==> src/hw/rtl/rre_pkg.sv <==
// Shared constants and types for the recursive level estimator.
package rre_pkg;

	localparam int SAMPLE_BITS   = 16;
	localparam int EST_FRAC_BITS = 22;
	localparam int EST_BITS      = EST_FRAC_BITS + 2;
	localparam int COEFF_BITS    = 24;
	localparam int PROD_BITS     = EST_BITS + COEFF_BITS;
	// quotient = mag * 2^DIV_SHIFT / est
	localparam int DIV_SHIFT     = 2 * EST_FRAC_BITS - SAMPLE_BITS + 1;
	// mag * 2^SAT_SHIFT >= est  <=>  quotient does not fit EST_BITS
	localparam int SAT_SHIFT     = DIV_SHIFT - EST_BITS;
	localparam int CNT_BITS      = $clog2(EST_BITS);

	typedef logic [EST_BITS-1:0]          est_t;
	typedef logic [COEFF_BITS-1:0]        coeff_t;
	typedef logic signed [SAMPLE_BITS-1:0] sample_t;
	typedef logic [PROD_BITS-1:0]         prod_t;

	localparam est_t   EST_ONE     = est_t'(1) << EST_FRAC_BITS;
	localparam est_t   EST_MAX     = '1;
	localparam est_t   EST_MIN     = est_t'(1);
	localparam coeff_t COEFF_RESET = coeff_t'(1747);
	localparam prod_t  ROUND_HALF  = prod_t'(1) << (COEFF_BITS - 1);

	localparam logic CMD_PROCESS = 1'b0;
	localparam logic CMD_FLUSH   = 1'b1;

endpackage

==> src/hw/rtl/rre_if.sv <==
// Request and result channel interfaces of the level estimator.
interface rre_item_if;
	logic             valid;
	logic             ready;
	logic             command;
	rre_pkg::sample_t sample;

	modport source (output valid, output command, output sample, input ready);
	modport sink (input valid, input command, input sample, output ready);
endinterface

interface rre_result_if;
	logic          valid;
	logic          ready;
	rre_pkg::est_t rms_value;
	logic          quotient_saturated;

	modport source (output valid, output rms_value, output quotient_saturated, input ready);
	modport sink (input valid, input rms_value, input quotient_saturated, output ready);
endinterface

==> src/hw/rtl/recursive_rms_estimator.sv <==
// Recursive level estimator: |x|/estimate by restoring division, then smoothing update.
// A sample request is accepted in ST_IDLE, then come 24 divide steps on the subtractor (ST_DIV),
// 1 multiply (ST_MUL) and 1 update (ST_DONE); a saturated quotient skips the divide and a flush
// goes straight to the update. One request at a time. A finished result waits in the output
// register and the next request is taken meanwhile; the next update stalls until it is taken.
// Reset (arst_n low): estimate 1.0, coefficient 1747, no result pending.
module recursive_rms_estimator (
	input  logic                 clk,
	input  logic                 arst_n,
	input  logic                 coeff_wr_en,
	input  rre_pkg::coeff_t      coeff_wr_data,
	rre_item_if.sink             item,
	rre_result_if.source         result
);

	typedef enum logic [1:0] {
		ST_IDLE,
		ST_DIV,
		ST_MUL,
		ST_DONE
	} state_t;

	state_t                         state_q;
	rre_pkg::est_t                  est_q;
	rre_pkg::coeff_t                coeff_q;
	rre_pkg::est_t                  rem_q;
	rre_pkg::est_t                  quo_q;
	logic [rre_pkg::CNT_BITS-1:0]   cnt_q;
	logic                           sat_q;
	logic                           flush_q;
	logic                           up_q;
	rre_pkg::prod_t                 prod_q;
	logic                           out_valid_q;
	rre_pkg::est_t                  out_rms_q;
	logic                           out_sat_q;

	logic [rre_pkg::SAMPLE_BITS-1:0] mag;
	rre_pkg::est_t                   num;
	logic                            sat_now;
	logic [rre_pkg::EST_BITS:0]      trial;
	logic [rre_pkg::EST_BITS:0]      diff;
	logic                            ge;
	rre_pkg::est_t                   delta_mag;
	rre_pkg::prod_t                  rnd;
	rre_pkg::est_t                   m;
	logic [rre_pkg::EST_BITS:0]      sum;
	rre_pkg::est_t                   est_next;
	logic                            out_free;

	always_comb begin
		mag = item.sample[rre_pkg::SAMPLE_BITS-1]
			? rre_pkg::SAMPLE_BITS'(~item.sample + 1'b1)
			: rre_pkg::SAMPLE_BITS'(item.sample);
		num = rre_pkg::EST_BITS'({mag, {rre_pkg::SAT_SHIFT{1'b0}}});
		sat_now = num >= est_q;

		trial = {rem_q, 1'b0};
		diff = trial - {1'b0, est_q};
		ge = !diff[rre_pkg::EST_BITS];

		delta_mag = (quo_q >= est_q) ? (quo_q - est_q) : (est_q - quo_q);

		rnd = prod_q + rre_pkg::ROUND_HALF;
		m = rnd[rre_pkg::PROD_BITS-1:rre_pkg::COEFF_BITS];
		sum = {1'b0, est_q} + {1'b0, m};
		if (flush_q) begin
			est_next = rre_pkg::EST_ONE;
		end else if (up_q) begin
			est_next = sum[rre_pkg::EST_BITS] ? rre_pkg::EST_MAX
				: sum[rre_pkg::EST_BITS-1:0];
		end else begin
			est_next = (m >= est_q) ? rre_pkg::EST_MIN : (est_q - m);
		end

		out_free = !out_valid_q || result.ready;
	end

	assign item.ready                = (state_q == ST_IDLE);
	assign result.valid              = out_valid_q;
	assign result.rms_value          = out_rms_q;
	assign result.quotient_saturated = out_sat_q;

	always_ff @(posedge clk or negedge arst_n) begin
		if (!arst_n) begin
			state_q     <= ST_IDLE;
			est_q       <= rre_pkg::EST_ONE;
			coeff_q     <= rre_pkg::COEFF_RESET;
			out_valid_q <= 1'b0;
			cnt_q       <= '0;
			sat_q       <= 1'b0;
			flush_q     <= 1'b0;
			up_q        <= 1'b0;
			rem_q       <= '0;
			quo_q       <= '0;
			prod_q      <= '0;
			out_rms_q   <= '0;
			out_sat_q   <= 1'b0;
		end else begin
			if (coeff_wr_en) begin
				coeff_q <= coeff_wr_data;
			end
			if (out_valid_q && result.ready && state_q != ST_DONE) begin
				out_valid_q <= 1'b0;
			end
			case (state_q)
				ST_IDLE: begin
					if (item.valid) begin
						flush_q <= (item.command == rre_pkg::CMD_FLUSH);
						sat_q   <= (item.command == rre_pkg::CMD_PROCESS) && sat_now;
						rem_q   <= num;
						quo_q   <= ((item.command == rre_pkg::CMD_PROCESS) && sat_now)
							? rre_pkg::EST_MAX : '0;
						cnt_q   <= rre_pkg::CNT_BITS'(rre_pkg::EST_BITS - 1);
						if (item.command == rre_pkg::CMD_FLUSH) begin
							state_q <= ST_DONE;
						end else if (sat_now) begin
							state_q <= ST_MUL;
						end else begin
							state_q <= ST_DIV;
						end
					end
				end
				ST_DIV: begin
					rem_q <= ge ? diff[rre_pkg::EST_BITS-1:0] : trial[rre_pkg::EST_BITS-1:0];
					quo_q <= {quo_q[rre_pkg::EST_BITS-2:0], ge};
					cnt_q <= cnt_q - 1'b1;
					if (cnt_q == '0) begin
						state_q <= ST_MUL;
					end
				end
				ST_MUL: begin
					prod_q  <= rre_pkg::PROD_BITS'(delta_mag) * rre_pkg::PROD_BITS'(coeff_q);
					up_q    <= quo_q >= est_q;
					state_q <= ST_DONE;
				end
				ST_DONE: begin
					if (out_free) begin
						est_q       <= est_next;
						out_rms_q   <= est_next;
						out_sat_q   <= sat_q;
						out_valid_q <= 1'b1;
						state_q     <= ST_IDLE;
					end
				end
				default: begin
					state_q <= ST_IDLE;
				end
			endcase
		end
	end

	a_est_nonzero: assert property (@(posedge clk) disable iff (!arst_n)
		est_q != '0)
		else $error("level estimate reached zero");

	a_div_rem: assert property (@(posedge clk) disable iff (!arst_n)
		(state_q == ST_DIV) |-> (rem_q < est_q))
		else $error("divider remainder not below divisor");

	a_sat_quo: assert property (@(posedge clk) disable iff (!arst_n)
		(state_q == ST_MUL && sat_q) |-> (quo_q == rre_pkg::EST_MAX))
		else $error("saturated quotient not clamped");

	a_flush_out: assert property (@(posedge clk) disable iff (!arst_n)
		(state_q == ST_DONE && flush_q && out_free) |=>
		(out_rms_q == rre_pkg::EST_ONE && !out_sat_q && out_valid_q))
		else $error("flush did not return estimate to 1.0");

endmodule
==> src/flat_wrapper.sv <==
// flat-port wrapper written by rule: the top's interface ports become plain ports
module recursive_rms_estimator_flat 
  (clk, arst_n, coeff_wr_en, coeff_wr_data, item_valid, item_command, item_sample, item_ready, result_valid, result_rms_value, result_quotient_saturated, result_ready);
  rre_item_if item_i ();
  rre_result_if result_i ();
  input  logic clk;
  input  logic arst_n;
  input  logic coeff_wr_en;
  input  rre_pkg::coeff_t coeff_wr_data;
  input wire logic [$bits(item_i.valid)-1:0] item_valid;
  input wire logic [$bits(item_i.command)-1:0] item_command;
  input wire logic [$bits(item_i.sample)-1:0] item_sample;
  output wire logic [$bits(item_i.ready)-1:0] item_ready;
  output wire logic [$bits(result_i.valid)-1:0] result_valid;
  output wire logic [$bits(result_i.rms_value)-1:0] result_rms_value;
  output wire logic [$bits(result_i.quotient_saturated)-1:0] result_quotient_saturated;
  input wire logic [$bits(result_i.ready)-1:0] result_ready;
  assign item_i.valid = item_valid;
  assign item_i.command = item_command;
  assign item_i.sample = item_sample;
  assign item_ready = item_i.ready;
  assign result_valid = result_i.valid;
  assign result_rms_value = result_i.rms_value;
  assign result_quotient_saturated = result_i.quotient_saturated;
  assign result_i.ready = result_ready;
  recursive_rms_estimator u_core (.clk(clk), .arst_n(arst_n), .coeff_wr_en(coeff_wr_en), .coeff_wr_data(coeff_wr_data), .item(item_i), .result(result_i));
endmodule
==> config.mk <==
export PLATFORM = sky130hd
export DESIGN_NAME = recursive_rms_estimator_flat
export DESIGN_NICKNAME = d
export VERILOG_FILES = /design/src/hw/rtl/rre_pkg.sv /design/src/hw/rtl/rre_if.sv /design/src/hw/rtl/recursive_rms_estimator.sv /design/src/flat_wrapper.sv
export SDC_FILE = /design/constraint.sdc
export NUM_CORES = 2
export LEC_CHECK = 0
export BUFFER_PORTS_ARGS = -buffer_cell sky130_fd_sc_hd__buf_2
export CORE_UTILIZATION = 40
export CTS_CLUSTER_SIZE = 8
export DETAILED_ROUTE_END_ITERATION = 8
export PLACE_DENSITY = 0.59
export SETUP_SLACK_MARGIN = 0.2
export SLEW_MARGIN = 10
export SYNTH_ARGS = -nofsm -noshare
export SYNTH_HDL_FRONTEND = slang
export SYNTH_SLANG_ARGS = --single-unit
==> constraint.sdc <==
create_clock -name clk -period 19.9 [get_ports clk]
set_input_delay 0.995 -clock clk [delete_from_list [all_inputs] [get_ports clk]]
set_output_delay 0.995 -clock clk [all_outputs]
set_load 0.02 [all_outputs]
== Word level (Yosys, flattened, before mapping) ==
Cells that the tools add are included.

* Register bits after elaboration: 180
* Input port bits: 46
* Output and inout port bits: 27
* Logic and storage cells: 70

* Add/sub/neg operators: 8
* $mul: 1
* Magnitude comparators: 3
* Equality and inequality tests: 7
* Mux-type cells: 23
* Bitwise gates (word level): 2
* Reduce and logical (&&, ||, !) cells: 13

{| class="wikitable"
|+ Operator list
! kind !! count
|-
| 2-to-1 mux 24 bit || 9
|-
| case mux 24 bit (2 select lines) || 2
|-
| subtractor 24 bit || 3
|-
| adder 48 x 24 -> 48 bit (second input constant) || 1
|-
| greater-or-equal comparator 24 bit || 2
|-
| multiplier 24 x 24 -> 48 bit || 1
|-
| adder 24 x 24 -> 25 bit || 1
|-
| subtractor 25 x 24 -> 25 bit || 1
|-
| greater-or-equal comparator 21 x 24 -> 1 bit || 1
|-
| adder 16 x 1 -> 16 bit (second input constant) || 1
|-
| 2-to-1 mux 16 bit || 1
|-
| inverter 16 bit || 1
|-
| 2-to-1 mux 2 bit || 5
|-
| case mux 5 bit (2 select lines) || 1
|-
| case mux 2 bit (4 select lines) || 1
|-
| AND reduction 2 bit || 3
|-
| zero test 5 bit || 1
|-
| 2-to-1 mux 5 bit || 1
|-
| subtractor 5 x 1 -> 5 bit (second input constant) || 1
|-
| == test 2 bit (second input constant) || 2
|-
| inequality test 2 x 1 -> 1 bit (second input constant) || 2
|-
| inequality test 2 bit (second input constant) || 2
|-
| logical AND 1 bit || 3
|-
| 2-to-1 mux 1 bit || 3
|-
| 7 further kinds || 8
|}

== Longest topological paths before layout ==
* Word-level depth: 8
* Depth in mapped cells: 41
* Mapped depth without buffers: 39

== Worst setup path after synthesis ==
Ideal clock, no wire load.

* Path kind: register -> register
* Start point: reg, netlist name u_core.result.rms_value[1]
* End point: reg u_core.prod_q[44]
* Library setup time: 125 ps
* Arrival time: 9774 ps
* Required time: 19775 ps
* Slack: 10001 ps
* Stages on the path, launching flop included: 38
* Buffers on the path: 2
* Period minus slack after synthesis: 9899 ps
* Cells stage by stage: dfrtp_1 inv_1 fa_1 a21o_2 a211oi_2 a2bb2oi_4 a21oi_2 or3_2 and4bb_1 o311a_1 o21ai_1 xnor2_1 clkbuf_1 nand2_1 fa_1 inv_1 fa_1 inv_1 [... 2 more ...] inv_1 fa_1 fa_1 inv_1 fa_1 inv_1 ha_1 clkbuf_1 nand4_1 nor2_1 nand3_1 nor2_1 o31ai_1 o21ai_0 a21oi_1 o31a_1 xnor2_1 mux2_2

{| class="wikitable"
|+ RTL lines
! what !! line !! RTL
|-
| to (signal assigned) || recursive_rms_estimator.sv:132 || <nowiki>prod_q <= rre_pkg::PROD_BITS'(delta_mag) * rre_pkg::PROD_BITS'(coeff_q);</nowiki>
|-
| to (decl) || recursive_rms_estimator.sv:32 || <nowiki>rre_pkg::prod_t prod_q;</nowiki>
|}

==> metrics.csv <==
stage,metric,value,unit
synth,synth_fp_nets,4439,
synth,ys.flop_type,dfrtp_1,
die,ioPinCount,73,
placement,routabilityCongestion,0.9236,
timing,post-route-period-util,0.5878,
min_path,hold_class,register to register,
synth,syn_area,31540,µm²
synth,yosysTopAreaCellShare,0.3085,
finish,diodes,0,
die,die_w,282.8,µm
cts,ctsHtreeMaxLevel,4,
timing,min_period,11.70,ns
synth,synth_sequential_area_ratio,0.1066,
critical_path,reg2reg_from,u_core.result.rms_value[1],
critical_path,start_kind,register,
drt,ant_nets,0,
synth,ys_ff_latch,134,
critical_path,critical_path_required,20.28,ns
cts,numClockSinks,134,
global_routing,grt_remaining_overflow,0,
cts,cts_buffer_depth,2,
drt,routed_wl,91580,µm
critical_path,cp_common_cell,fa_1,
critical_path,path_class,register to register,
critical_path,cp-startpoint,u_core.result.rms_value[1],
timing,final-hold-violation-count,0,
timing,fmax,85.49,MHz
timing,report.final.slew_viol_count,0,
die,start_util,0.4058,
placement,place_hpwl,71750,µm
finish,area.growth.synth_to_final,6.042,%
drt,via_per_inst,5.482,
synth,synth_largest_area_cell,fa_1,
timing,worst_slew_pin_slew,1.278,ns
synth,yosys_warnings,0,
timing,fin_tns_setup,0,ns
critical_path,arrival,12.07,ns
synth,syn_area_per_cell,8.776,µm²
drt,dr.pass1.iters,6,
die,num_rows,102,
cts,path_clk_slew,0.09,ns
cts,postCtsSetupRepairBufs,0,
global_routing,antenna_found_initial,2,
cts,cts-root-buf,clkbuf_16,
finish,nets,4373,
critical_path,cp_max_fo,24,
timing,rsz0062_at_grt,no,
cts,ctsResizeCount,0,
critical_path,cp_slowest_cell,o21ai_0,
cts,clkLatencyLatePin,0.51,ns
die,dieArea,79980,µm²
critical_path,cpPeakStageDelay,0.86,ns
die,die_y,282.8,µm
drt,vias,25120,
timing,hold-worst-slack,0.5051,ns
drt,first_iter_violations,1657,
outcome,status,"finished, final reports clean",
synth,netlist_top_cells_area,"fa_1 (31%), ha_1 (12%), dfrtp_1 (10%), inv_1 (8.1%), and2_1 (4.3%)",
placement,port_buffers,72,
synth,ys_types,103,
critical_path,critPathCaptureType,register,
global_routing,grt_max_degree,91,
drt,routedWlPerCell,19.99,µm
synth,synth_edf_count,0,
cts,postCtsHoldBufs,0,
global_routing,track_usage,0.2411,
die,core,77720,µm²
global_routing,grt_pass1_wl,148200,µm
finish,fillCellCount,7683,
synth,async_reset_ff_frac,1.000,
timing,finClkSkew,0.02917,ns
min_path,min_from,u_core.result.rms_value[22],
global_routing,first_global_vias,26130,
cts,cts_made_buffers,17,
finish,drive_gt1_frac,0.07936,
timing,slew_headroom,0.1482,
drt,drc_errors,0,
synth,postSynthCellCount,3594,
flow_run,max-cap-violations,0,
cts,tritoncts,built,
timing,setup_viol,0,
-- cell families (layout without fill, tap and decap cells) --
kind of cell	Yosys count	count (layout)	synth area share
compound gates	624	624	0.1373
flops	134	134	0.1066
xor+xnor	99	99	0.02749
fa+ha+maj	799	799	0.4326
mux	60	60	0.02098
buf+inv	872	819	0.1093
simple gates	1006	1006	0.1657
-- critical path, delay by kind of cell, from the launching register on --
| family | cells | cell delay [ns] |
|---|---|---|
| xor+xnor | 1 | 0.14 |
| simple gates | 7 | 2.09 |
| mux | 1 | 0.26 |
| flops | 1 | 0.62 |
| fa+ha+maj | 9 | 4.33 |
| compound gates | 11 | 3.54 |
| buf+inv | 7 | 0.56 |
-- final cells by class --
type,instances,area (µm²),area share
inverters,678,2545,0.07609
repair buffers,109,644.4,0.01927
clock inverters,15,173.9,0.005200
multi-input cells,2588,24990,0.7473
clock buffers,17,425.4,0.01272
flip-flops and latches,134,3363,0.1006
well taps,1040,1301,0.03890
-- stage by stage --
stage	cells	worst slack (ns)	utilization	instance area [µm²]
5_1_grt	4581	7.535	0.4303	33450
3_3_place_gp	4549	8.375	0.4226	32850
4_1_cts	4581	8.201	0.4303	33450
6_report	4581	8.203	0.4303	33450
3_5_place_dp	4549	8.259	0.4226	32850
2_1_floorplan	3594	10.00	-	31540
-- Yosys cell counts, types with 16 or more instances --
cell,number
ha_1,313
nand4_1,16
nor2b_1,40
nor3_1,31
nand2_1,345
a211oi_1,21
a31oi_1,19
buf_4,28
nand3_1,77
a21o_1,67
o21a_1,19
o21bai_1,21
and2_1,218
o22ai_1,16
o21ai_0,130
inv_1,677
a221o_1,28
fa_1,486
xnor2_1,71
nand2b_1,23
mux2_2,49
a21oi_1,141
dfrtp_1,126
clkbuf_1,146
and3_1,59
nor2_1,101
xor2_1,28
-- layer usage --
layer | part of all wire | GRT usage | up-vias
met5 | 0 | 0 | -
met4 | 0.039 | 0.09577 | 0
met3 | 0.055 | 0.03828 | 165
met2 | 0.47 | 0.3925 | 736
met1 | 0.44 | 0.3200 | 12740
li1 | - | - | 11470
-- final timing paths --
check                      slack, ns                          end  cells after the start
max reg2reg                     8.20            u_core.prod_q[44]                     36
max in group asynchronous      18.04   u_core.result.rms_value[9]                      2
min                             0.51  u_core.result.rms_value[22]                      1
min in group asynchronous       0.58           u_core.coeff_q[18]                      1
min reg2reg                     0.51  u_core.result.rms_value[22]                      1
max                             8.20            u_core.prod_q[44]                     36
-- cell usage in the layout, fill, tap and decap left out, drive strengths merged, types with 62 or more instances in the layout --
cell   netlist  routed
nand3       77      77
nand2      346     346
nor2       102     102
and2       219     219
inv        677     686
buf         45     109
ha         313     313
o21ai      137     137
fa         486     486
dfrtp      126     126
a21o        70      70
a21oi      143     143
xnor2       71      71
and3        62      62
-- registers in the layout (all words and copies together), names as in the netlist --
register	count
u_core.state_q	2
u_core.sat_q	1
u_core.prod_q	25
u_core.est_q	1
u_core.coeff_q	24
u_core.rem_q	24
u_core.up_q	1
u_core.result.rms_value	24
u_core.quo_q	24
u_core.result.quotient_saturated	1
u_core.result.valid	1
u_core.cnt_q	5
u_core.flush_q	1
Power is left out: the tool's default activity adds up to more than one toggle a clock period on the data nets, which glitch-free logic cannot reach.
